<file path="src/rtl/rbd_pkg.sv">
package rbd_pkg;

  localparam int DEPTH_DEF = 16;

  localparam int VAL_W   = 32;
  localparam int ACT_W   = 2;
  localparam int STAT_W  = 2;
  localparam int FILL_W  = 5;
  localparam int START_W = 4;
  localparam int START_CNT = 1 << START_W;

  localparam int APB_AW = 3;
  localparam int APB_DW = 32;

  localparam logic [ACT_W-1:0] ACT_PUSH_BACK  = 2'd0;
  localparam logic [ACT_W-1:0] ACT_POP_BACK   = 2'd1;
  localparam logic [ACT_W-1:0] ACT_PUSH_FRONT = 2'd2;
  localparam logic [ACT_W-1:0] ACT_POP_FRONT  = 2'd3;

  localparam logic [STAT_W-1:0] STAT_OK    = 2'd0;
  localparam logic [STAT_W-1:0] STAT_FULL  = 2'd1;
  localparam logic [STAT_W-1:0] STAT_EMPTY = 2'd2;

  // Register index, taken from paddr[2].
  localparam logic REG_START_INDEX = 1'b0;

  typedef struct packed {
    logic take;    // accept the request and update pointers
    logic finish;  // capture slot read data into the result
  } rbd_cmd_t;

  typedef struct packed {
    logic read_needed;  // offered request is a pop that will succeed
  } rbd_stat_t;

endpackage

</file>
<file path="src/rtl/rbd_ctrl.sv">
module rbd_ctrl (
  input  logic               clk,
  input  logic               rst_n,
  input  logic               in_valid,
  output logic               in_stall,
  output logic               out_valid,
  input  logic               out_stall,
  input  rbd_pkg::rbd_stat_t dp_stat,
  output rbd_pkg::rbd_cmd_t  cmd
);

  localparam logic ST_IDLE = 1'b0;
  localparam logic ST_READ = 1'b1;

  logic state_r, state_nxt;
  logic out_valid_r, out_valid_nxt;
  logic out_free;

  // Result register is free when empty or being taken this cycle.
  assign out_free   = !out_valid_r || !out_stall;
  assign in_stall   = !((state_r == ST_IDLE) && out_free);
  assign cmd.take   = in_valid && !in_stall;
  assign cmd.finish = (state_r == ST_READ);
  assign out_valid  = out_valid_r;

  always_comb begin
    state_nxt = state_r;
    case (state_r)
      ST_IDLE: begin
        if (cmd.take && dp_stat.read_needed) state_nxt = ST_READ;
      end
      ST_READ: begin
        state_nxt = ST_IDLE;
      end
      default: begin
        state_nxt = ST_IDLE;
      end
    endcase
  end

  always_comb begin
    out_valid_nxt = out_valid_r;
    if ((cmd.take && !dp_stat.read_needed) || cmd.finish) begin
      out_valid_nxt = 1'b1;
    end else if (out_valid_r && !out_stall) begin
      out_valid_nxt = 1'b0;
    end
  end

  always_ff @(posedge clk) begin
    if (!rst_n) begin
      state_r     <= ST_IDLE;
      out_valid_r <= 1'b0;
    end else begin
      state_r     <= state_nxt;
      out_valid_r <= out_valid_nxt;
    end
  end

endmodule

</file>
<file path="src/rtl/rbd_datapath.sv">
module rbd_datapath #(
  parameter int DEPTH = rbd_pkg::DEPTH_DEF
) (
  input  logic                               clk,
  input  logic                               rst_n,
  input  rbd_pkg::rbd_cmd_t                  cmd,
  output rbd_pkg::rbd_stat_t                 dp_stat,
  input  logic [rbd_pkg::ACT_W-1:0]          in_action,
  input  logic signed [rbd_pkg::VAL_W-1:0]   in_push_value,
  output logic signed [rbd_pkg::VAL_W-1:0]   out_pop_value,
  output logic [rbd_pkg::STAT_W-1:0]         out_status,
  output logic [rbd_pkg::FILL_W-1:0]         out_fill_count,
  input  logic                               start_we,
  input  logic [rbd_pkg::START_W-1:0]        start_wdata,
  output logic [rbd_pkg::START_W-1:0]        start_index
);

  localparam int AW = (DEPTH > 1) ? $clog2(DEPTH) : 1;
  localparam int CW = $clog2(DEPTH + 1);

  logic [rbd_pkg::VAL_W-1:0] mem [DEPTH];
  logic [rbd_pkg::VAL_W-1:0] rd_data_r;

  logic [AW-1:0] home_tbl [rbd_pkg::START_CNT];
  logic [AW-1:0] front_r, front_nxt, back_r, back_nxt;
  logic [CW-1:0] count_r, count_nxt;
  logic [rbd_pkg::START_W-1:0] start_r;

  logic [rbd_pkg::VAL_W-1:0] pop_value_r;
  logic [rbd_pkg::STAT_W-1:0] status_r, status_nxt;
  logic [rbd_pkg::FILL_W-1:0] fill_r;

  logic [AW-1:0] home, eff_front, eff_back;
  logic [AW-1:0] front_inc, front_dec, back_inc, back_dec;
  logic [AW-1:0] wr_addr, rd_addr;
  logic          wr_en, rd_en;
  logic          is_empty, is_full;

  // Start index modulo depth, folded at elaboration.
  for (genvar i = 0; i < rbd_pkg::START_CNT; i++) begin : g_home
    assign home_tbl[i] = AW'(i % DEPTH);
  end

  assign home      = home_tbl[start_r];
  assign is_empty  = (count_r == '0);
  assign is_full   = (count_r == CW'(DEPTH));
  // Positions snap back to home whenever nothing is held.
  assign eff_front = is_empty ? home : front_r;
  assign eff_back  = is_empty ? home : back_r;

  assign front_inc = (eff_front == AW'(DEPTH - 1)) ? '0 : eff_front + AW'(1);
  assign back_inc  = (eff_back == AW'(DEPTH - 1)) ? '0 : eff_back + AW'(1);
  assign front_dec = (eff_front == '0) ? AW'(DEPTH - 1) : eff_front - AW'(1);
  assign back_dec  = (eff_back == '0) ? AW'(DEPTH - 1) : eff_back - AW'(1);

  always_comb begin
    front_nxt  = eff_front;
    back_nxt   = eff_back;
    count_nxt  = count_r;
    status_nxt = rbd_pkg::STAT_OK;
    wr_en      = 1'b0;
    wr_addr    = eff_back;
    rd_en      = 1'b0;
    rd_addr    = eff_front;
    dp_stat.read_needed = 1'b0;
    case (in_action)
      rbd_pkg::ACT_PUSH_BACK: begin
        if (is_full) begin
          status_nxt = rbd_pkg::STAT_FULL;
        end else begin
          wr_en     = 1'b1;
          wr_addr   = eff_back;
          back_nxt  = back_inc;
          count_nxt = count_r + CW'(1);
        end
      end
      rbd_pkg::ACT_PUSH_FRONT: begin
        if (is_full) begin
          status_nxt = rbd_pkg::STAT_FULL;
        end else begin
          wr_en     = 1'b1;
          wr_addr   = front_dec;
          front_nxt = front_dec;
          count_nxt = count_r + CW'(1);
        end
      end
      rbd_pkg::ACT_POP_BACK: begin
        if (is_empty) begin
          status_nxt = rbd_pkg::STAT_EMPTY;
        end else begin
          rd_en     = 1'b1;
          rd_addr   = back_dec;
          back_nxt  = back_dec;
          count_nxt = count_r - CW'(1);
          dp_stat.read_needed = 1'b1;
        end
      end
      rbd_pkg::ACT_POP_FRONT: begin
        if (is_empty) begin
          status_nxt = rbd_pkg::STAT_EMPTY;
        end else begin
          rd_en     = 1'b1;
          rd_addr   = eff_front;
          front_nxt = front_inc;
          count_nxt = count_r - CW'(1);
          dp_stat.read_needed = 1'b1;
        end
      end
      default: begin
        status_nxt = rbd_pkg::STAT_OK;
      end
    endcase
  end

  // Slot store: one write port, one registered read port.
  always_ff @(posedge clk) begin
    if (cmd.take && wr_en) mem[wr_addr] <= in_push_value;
    if (cmd.take && rd_en) rd_data_r <= mem[rd_addr];
  end

  always_ff @(posedge clk) begin
    if (!rst_n) begin
      count_r <= '0;
      start_r <= '0;
    end else begin
      if (cmd.take) count_r <= count_nxt;
      if (start_we) start_r <= start_wdata;
    end
  end

  always_ff @(posedge clk) begin
    if (cmd.take) begin
      front_r     <= front_nxt;
      back_r      <= back_nxt;
      status_r    <= status_nxt;
      fill_r      <= rbd_pkg::FILL_W'(count_nxt);
      pop_value_r <= '0;
    end else if (cmd.finish) begin
      pop_value_r <= rd_data_r;
    end
  end

  assign out_pop_value  = pop_value_r;
  assign out_status     = status_r;
  assign out_fill_count = fill_r;
  assign start_index    = start_r;

endmodule

</file>
<file path="src/rtl/ring_buffer_deque_unit.sv">
// Result timing: a push or a refused request has its result registered in the
//   cycle after acceptance; a successful pop first registers the slot read.
// Throughput: one request per cycle for pushes and refusals while not stalled;
//   a pop blocks until its result loads; the next request may enter as one drains.
// Reset: synchronous, active low; clears the fill count, start index, FSM and
//   output valid. The slot store is not cleared and needs no clearing pass.
module ring_buffer_deque_unit #(
  parameter int DEPTH = rbd_pkg::DEPTH_DEF
) (
  input  logic                               clk,
  input  logic                               rst_n,
  // request channel
  input  logic                               in_valid,
  output logic                               in_stall,
  input  logic [rbd_pkg::ACT_W-1:0]          in_action,
  input  logic signed [rbd_pkg::VAL_W-1:0]   in_push_value,
  // result channel
  output logic                               out_valid,
  input  logic                               out_stall,
  output logic signed [rbd_pkg::VAL_W-1:0]   out_pop_value,
  output logic [rbd_pkg::STAT_W-1:0]         out_status,
  output logic [rbd_pkg::FILL_W-1:0]         out_fill_count,
  // APB-style configuration port
  input  logic                               psel,
  input  logic                               penable,
  input  logic                               pwrite,
  input  logic [rbd_pkg::APB_AW-1:0]         paddr,
  input  logic [rbd_pkg::APB_DW-1:0]         pwdata,
  output logic [rbd_pkg::APB_DW-1:0]         prdata,
  output logic                               pready
);

  rbd_pkg::rbd_cmd_t  cmd;
  rbd_pkg::rbd_stat_t dp_stat;

  logic                        start_we;
  logic [rbd_pkg::START_W-1:0] start_index;

  // Register index lives in paddr[2]; low byte-offset bits are ignored.
  // Only the start index register exists; writes elsewhere are dropped.
  assign pready   = 1'b1;
  assign start_we = psel && penable && pwrite &&
                    (paddr[2] == rbd_pkg::REG_START_INDEX);

  // Read back the start index; other addresses read as zero.
  always_comb begin
    prdata = '0;
    if (paddr[2] == rbd_pkg::REG_START_INDEX) begin
      prdata = rbd_pkg::APB_DW'(start_index);
    end
  end

  // Controller: accepts a request, waits out the slot read on a pop and
  // holds the result valid until the consumer takes it.
  rbd_ctrl u_ctrl (
    .clk       (clk),
    .rst_n     (rst_n),
    .in_valid  (in_valid),
    .in_stall  (in_stall),
    .out_valid (out_valid),
    .out_stall (out_stall),
    .dp_stat   (dp_stat),
    .cmd       (cmd)
  );

  // Datapath: slot store, front/back positions, fill count and the
  // result payload registers.
  rbd_datapath #(
    .DEPTH (DEPTH)
  ) u_dp (
    .clk            (clk),
    .rst_n          (rst_n),
    .cmd            (cmd),
    .dp_stat        (dp_stat),
    .in_action      (in_action),
    .in_push_value  (in_push_value),
    .out_pop_value  (out_pop_value),
    .out_status     (out_status),
    .out_fill_count (out_fill_count),
    .start_we       (start_we),
    .start_wdata    (pwdata[rbd_pkg::START_W-1:0]),
    .start_index    (start_index)
  );

`ifndef SYNTHESIS
  // A slot read always lands in the result register on the next edge.
  a_finish_loads: assert property (@(posedge clk) disable iff (!rst_n)
    cmd.finish |=> out_valid)
    else $error("pop result not loaded after slot read");

  // A held result must block new requests.
  a_hold_blocks: assert property (@(posedge clk) disable iff (!rst_n)
    (out_valid && out_stall) |-> in_stall)
    else $error("request accepted while result register is stalled");

  // A successful pop shows no result until its read data arrives.
  a_pop_waits: assert property (@(posedge clk) disable iff (!rst_n)
    (cmd.take && dp_stat.read_needed) |=> (!out_valid && in_stall))
    else $error("pop result presented before slot read completed");
`endif

endmodule
</file>
<file path="config.mk">
export PLATFORM = sky130hd
export DESIGN_NAME = ring_buffer_deque_unit
export DESIGN_NICKNAME = d
export VERILOG_FILES = /design/src/rtl/rbd_pkg.sv /design/src/rtl/rbd_ctrl.sv /design/src/rtl/rbd_datapath.sv /design/src/rtl/ring_buffer_deque_unit.sv
export SDC_FILE = /design/constraint.sdc
export NUM_CORES = 1
export LEC_CHECK = 0
export ABC_AREA = 1
export BUFFER_PORTS_ARGS = -buffer_cell sky130_fd_sc_hd__buf_2
export CORE_MARGIN = 2
export CORE_UTILIZATION = 50
export DETAILED_ROUTE_END_ITERATION = 12
export HOLD_SLACK_MARGIN = 0.08
export PLACE_DENSITY = 0.7
export SLEW_MARGIN = 0
export SYNTH_ARGS = -nofsm -noshare
export SYNTH_HDL_FRONTEND = slang
export SYNTH_SLANG_ARGS = --single-unit
</file>
<file path="constraint.sdc">
create_clock -name clk -period 3.4 [get_ports clk]
set_input_delay 0.17 -clock clk [delete_from_list [all_inputs] [get_ports clk]]
set_output_delay 0.17 -clock clk [all_outputs]
set_load 0.05 [all_outputs]
</file>
**Word level (Yosys, flattened, before mapping)**

Memory sizes are Yosys's and may differ from the RTL's. A register that Yosys moved wholly into a read port is not among the register bits.
Cells that the tools add are included.
W data, S select, Z words.

- Memory bits (writable): 512
- Flip-flop bits (word level): 58
- Input port bits: 76
- Memory bits (read-only): 64
- Memories: 2
- Output and inout port bits: 74

- Reductions and logical operators: 22
- Multiplexer cells: 35
- $lt $le $gt $ge: 1
- Add/sub/neg operators: 6
- Eq/ne operators: 6
- Bitwise operators: 3

Memory list:

| name | words | bits a word | read ports | clocked after memory_dff | write ports | RTL line | RTL |
|---|---|---|---|---|---|---|---|
| u_dp.mem | 16 | 32 | 1 | 1 | 1 | rbd_datapath.sv:21 | `logic [rbd_pkg::VAL_W-1:0] mem [DEPTH];` |
| (name not given) | 16 | 4 | 1 | 0 | 0 | rbd_datapath.sv:44 | `assign home = home_tbl[start_r];` |

Operators with widths:

| cell | number |
|---|---|
| $mux W4 | 17 |
| $pmux W4 S2 | 2 |
| $mux W1 | 10 |
| $mux W5 | 2 |
| $pmux W5 S2 | 1 |
| $logic_and A1 B1 Y1 | 9 |
| $add A4 B1 Y4 const B | 2 |
| $eq A4 B4 Y1 const B | 2 |
| $logic_not A4 Y1 | 2 |
| $sub A4 B1 Y4 const B | 2 |
| $add A5 B1 Y5 const B | 1 |
| $eq A5 B5 Y1 const B | 1 |
| $ge A5 B5 Y1 const B | 1 |
| $logic_not A5 Y1 | 1 |
| $not A4 Y5 | 1 |
| $sub A5 B1 Y5 const B | 1 |
| $eq A2 B2 Y1 const B | 2 |
| $logic_not A1 Y1 | 4 |
| $pmux W2 S2 | 1 |
| $reduce_or A2 Y1 | 2 |
| $eq A2 B1 Y1 const B | 1 |
| $logic_not A2 Y1 | 1 |
| $logic_or A1 B1 Y1 | 2 |
| $mux W2 | 1 |
| other kinds (3) | 4 |

**Longest topological paths before layout**

- Word-level depth: 9
- Depth in mapped cells: 18
- Mapped depth without buffers: 16

**By module**

A second synthesis with hierarchy kept.

- Cell total of the unflattened synthesis: 2840
- Area total of the unflattened synthesis: 27475.1 um2

By module, submodules not included:

| module | instances | area each (um2) | seq. area each (um2) | cells each |
|---|---|---|---|---|
| rbd_datapath | 1 | 27094.7 | 17606.9 | 2783 |
| ring_buffer_deque_unit | 1 | 275.3 | 0.0 | 43 |
| rbd_ctrl | 1 | 105.1 | 40.0 | 14 |

**Worst setup path before layout**

No wires, ideal clock.

- Kind: reg-to-reg
- Start point: reg u_dp.count_r[0]
- End point: mem u_dp.mem[12][0] (netlist bit), enable pin
- Path slack: -0.335 ns
- Setup time: 0.421 ns
- Clock period less this slack: 3.735 ns
- Stages on the path, launching flop included: 18
- Data arrival time: 3.314 ns
- Data required time: 2.979 ns
- Cells stage by stage: dfxtp_1 -> inv_1 -> ha_1 -> buf_2 -> nand3_4 -> nand2_2 -> nand2_2 -> inv_1 -> ha_1 -> inv_1 -> nand3_1 -> nand2_1 -> inv_1 -> nand3_1 -> nor2_1 -> nor2_1 -> nand3_1 -> nor2_1

- Longest elaborated chain between the ends: 6

RTL lines:

| item | RTL line | RTL |
|---|---|---|
| start: declaration | rbd_datapath.sv:26 | `logic [CW-1:0] count_r, count_nxt;` |
| start signal: assignment | rbd_datapath.sv:126 | `if (cmd.take) count_r <= count_nxt;` |
| $logic_not A5 Y1 / $eq A5 B5 Y1 (equally long branches) | rbd_datapath.sv:45, rbd_datapath.sv:46 |  |
| $mux W4 / $mux W1 (equally long branches) | rbd_datapath.sv:48, rbd_datapath.sv:68, rbd_datapath.sv:78 |  |
| $sub A4 B1 Y4 (tied with other cells) | rbd_datapath.sv:53 | `assign front_dec = (eff_front == '0) ? AW'(DEPTH - 1) : eff_front - AW'(1);` |
| $mux W4 / $logic_and A1 B1 Y1 (equally long branches) | rbd_datapath.sv:53, rbd_datapath.sv:117 |  |
| $mux W4 / $mux W1 (equally long branches) | rbd_datapath.sv:78, rbd_datapath.sv:117 |  |
| $mux W4 / $mux W1 (equally long branches) | - |  |
| end: declaration | rbd_datapath.sv:21 |  |

Several ways; a longest one is shown, not always the timed one.

**Worst setup path after layout**

- Start point: reg u_dp.count_r[0]
- End point: mem u_dp.mem[6][19] (netlist bit), enable pin

The elaborated chain is that of the path after synthesis.

==> insert_results.sql <==
INSERT INTO impl_metrics (metric_group, metric, value, unit) VALUES
('critical_path', 'timing.critical_path.to_type', 'register', ''),
('critical_path', 'crit_start', 'u_dp.count_r[0]', ''),
('grt', 'grt_max_degree', '87', ''),
('critical_path', 'worst-endpoint-required', '3.72', 'ns'),
('critical_path', 'setup.worst_path.start_class', 'register', ''),
('timing', 'slew_margin_rel', '0.392', ''),
('pwr', 'total_power', '0.0195', 'W'),
('timing', 'max_slew.worst_pin.slew', '0.912', 'ns'),
('finish', 'utilization', '0.588', ''),
('timing', 'setup-violations-final', '0', ''),
('place', 'place_inst', '3351', ''),
('timing', 'grt_setup_unrepaired', 'false', ''),
('timing', 'finalHoldViolations', '0', ''),
('synth', 'post_synth.cell_area_avg', '10.2', 'µm²'),
('status', 'outcome', 'finished, final reports clean', ''),
('min_path', 'timing.hold.worst.start', 'out_stall', ''),
('synth', 'synth_area', '26900', 'µm²'),
('synth', 'number_of_flip_flops_and_latches_in_the_synthesized_netlist', '602', ''),
('floorplanning', 'core.rowCount', '84', ''),
('min_path', 'hold_depth', '6', ''),
('synth', 'synth_compound_gate_area_share', '0.00923', ''),
('finish', 'area_growth', '15.7', '%'),
('synth', 'synth_xor_xnor_area_share', '0.00261', ''),
('finish', 'design_area', '31100', 'µm²'),
('synth', 'synth_top_family_by_area', 'simple AND/OR/NAND/NOR gates', ''),
('synth', 'synth_simple_gate_area_frac', '0.198', ''),
('synth', 'synth.largest_area_cell', 'edfxtp_1', ''),
('finish', 'n_antenna_cell', '0', ''),
('synth', 'synth.distinct_cells', '33', ''),
('critical_path', 'worst_r2r_startpoint', 'u_dp.count_r[0]', ''),
('floorplanning', 'die_x', '236', 'µm'),
('pwr', 'peakVddDrop', '0.000469', 'V'),
('detailed_routing', 'route.final.wire_length', '66400', 'µm'),
('synth', 'proportion_of_synthesized_area_in_mux_cells', '0.0134', ''),
('clock_network', 'cts_root_buffer', 'clkbuf_16', ''),
('synth', 'total_number_of_yosys_warnings', '0', ''),
('clock_network', 'worst_skew_pair.late_latency', '0.63', 'ns'),
('grt', 'grt_pass1_vias', '18429', ''),
('critical_path', 'crit_path_max_fanout', '17', ''),
('place', 'postPlaceCellArea', '28700', 'µm²'),
('min_path', 'hold_end', 'u_dp.out_pop_value[29]', ''),
('critical_path', 'regToRegSetupSlack', '0.25', 'ns'),
('clock_network', 'cts_buffer_depth', '3', ''),
('clock_network', 'cts_htree_levels', '2', ''),
('floorplanning', 'floorplan.die.height', '236', 'µm'),
('run', 'maxcap_viol_count', '0', ''),
('timing', 'maxSlewViolCount', '0', ''),
('synth', 'post_synthesis_share_of_cell_area_spent_on_full_adders_half_adders_and_majority_gates', '0.00419', ''),
('finish', 'layout-drive-gt1-share', '0.118', ''),
('finish', 'fill_cells', '4239', ''),
('finish', 'final-instance-count-excl-fill', '3509', ''),
('detailed_routing', 'post-route-drc-count', '0', ''),
('pwr', 'p_leak', '13.6', 'nW'),
('timing', 'setup_clock_skew_after_layout', '0.0238', 'ns'),
('synth', 'synth_cells', '2628', ''),
('timing', 'fin_worst_hold_slack', '0.219', 'ns'),
('min_path', 'hold_path_class', 'input port to register', ''),
('place', 'finalWeightedCongestion', '0.834', ''),
('detailed_routing', 'vias', '18719', ''),
('grt', 'grt_use_total', '0.240', ''),
('detailed_routing', 'drt-pass1-iter-count', '7', ''),
('place', 'dp.final_hpwl', '37200', 'µm'),
('grt', 'first_pass_grt_wire_length', '103000', 'µm'),
('synth', 'synth.yosys.seq_area_share', '0.657', ''),
('grt', 'overall_overflow_remaining_after_global_route', '0', ''),
('detailed_routing', 'wl_per_cell', '18.9', 'µm'),
('critical_path', 'worst_ep_arrival_time', '3.47', 'ns'),
('detailed_routing', 'drt_iter0_drc', '1597', ''),
('clock_network', 'clock-sinks', '602', ''),
('clock_network', 'cts_clk_pin_slew_worst_paths', '0.06', 'ns'),
('timing', 'max_freq', '317', 'MHz');
==> cell families (layout without fill, tap and decap cells) <==
group / count (synthesis) / after routing
simple gates: 1186 / 1186
buf+inv: 746 / 912
flops: 602 / 602
compound gates: 43 / 43
mux: 32 / 32
fa+ha+maj: 9 / 9
xor+xnor: 8 / 8
other cells: 2 / 29
==> timing repair <==
| item | CTS | global route |
|---|---|---|
| hold endpoints to repair | 538 | 0 |
| endpoints found under the setup margin | 0 | 223 |
| gates resized for setup | 0 | 1 |
| setup buffers | 0 | 0 |
| hold buffers | 46 | 0 |
==> registers in the layout, indices dropped and copies added (netlist names) <==
signal               count
u_dp.out_status          2
u_dp.out_fill_count      5
u_dp.start_index         4
u_dp.out_pop_value      32
u_dp.front_r             4
u_dp.mem               512
u_dp.back_r              4
u_dp.count_r             5
u_dp.rd_data_r          32
u_ctrl.state_r           1
u_ctrl.out_valid         1
==> critical path, cell delays in order, from the launching register on <==
cell and delay [ns]:
dfxtp_1 0.34, inv_1 0.13, ha_2 0.31, nand4_1 0.27
nand2_2 0.16, inv_1 0.10, ha_1 0.22, inv_1 0.05
nand3_1 0.08, nand2_1 0.09, inv_1 0.06, nand3_1 0.08
nor2_1 0.05, nor2_1 0.12, nand2_1 0.29, nor2_4 0.25
buf_12 0.20
==> cell type report <==
type / instances / area (µm²) / area share
Timing Repair Buffer: 212 / 2030 / 0.0654
Clock inverter: 24 / 258 / 0.00830
Tap cell: 688 / 861 / 0.0277
Multi-Input combinational cell: 1307 / 6400 / 0.206
Clock buffer: 88 / 1660 / 0.0533
Inverter: 588 / 2210 / 0.0711
Sequential cell: 602 / 17600 / 0.568
==> synthesized netlist by cell type, drive strengths merged <==
cell type	count
nand4	11
buf	140
a21oi	13
dfxtp	43
o22ai	3
conb	2
o221ai	2
o31ai	1
nand2	522
nor3	1
o211ai	4
mux2	32
inv	588
o21ai	18
edfxtp	559
o21bai	1
clkbuf	18
nand3	610
xnor2	3
ha	9
o21a	1
nor2	42
xor2	5
==> worst max-delay path by stage <==
stage,endpoint,slack [ns],cells past startpoint
floorplan,u_dp.mem[12][0],-0.33,17
global placement,u_dp.mem[6][23],0.24,17
detailed placement,u_dp.mem[7][23],0.23,16
CTS,u_dp.mem[6][19],0.18,16
global route,u_dp.mem[3][14],0.03,14
finish,u_dp.mem[6][19],0.25,16
==> power by group <==
| group | switching (W) | total [W] | leakage, nW | internal (W) |
|---|---|---|---|---|
| Sequential | 0.0000890 | 0.00856 | 5.40 | 0.00847 |
| Combinational | 0.00313 | 0.00447 | 7.29 | 0.00134 |
| Clock | 0.00279 | 0.00647 | 0.922 | 0.00368 |
| Total | 0.00600 | 0.0195 | 13.6 | 0.0135 |
==> through the flow <==
step | setup slack, ns | setup TNS [ns]
floorplan | -0.335 | -84.55
global placement | 0.241 | 0
detailed placement | 0.227 | 0
CTS | 0.179 | 0
global route | 0.0261 | 0
finish | 0.246 | 0
==> layout by cell type, fill, tap and decap left out, types with 18 or more instances in the layout <==
master,Yosys,final
buf_12,0,44
buf_2,98,90
buf_4,40,32
clkbuf_1,18,23
clkbuf_16,0,60
conb_1,2,29
dfxtp_1,43,42
dlygate4sd3_1,0,46
edfxtp_1,559,559
inv_1,580,580
mux2_2,32,32
nand2_1,513,507
nand3_1,609,607
nor2_1,37,20
nor2_4,1,18
==> layer usage <==
layer  global-route usage  part of all wire  wire length (µm)
met1                0.314              0.41             26900
met2                0.407              0.48             32100
met3               0.0334             0.079              5270
met4               0.0913             0.032              2110
met5                    0           0.00017                11
No activity file was read; power rests on OpenSTA's default activity.
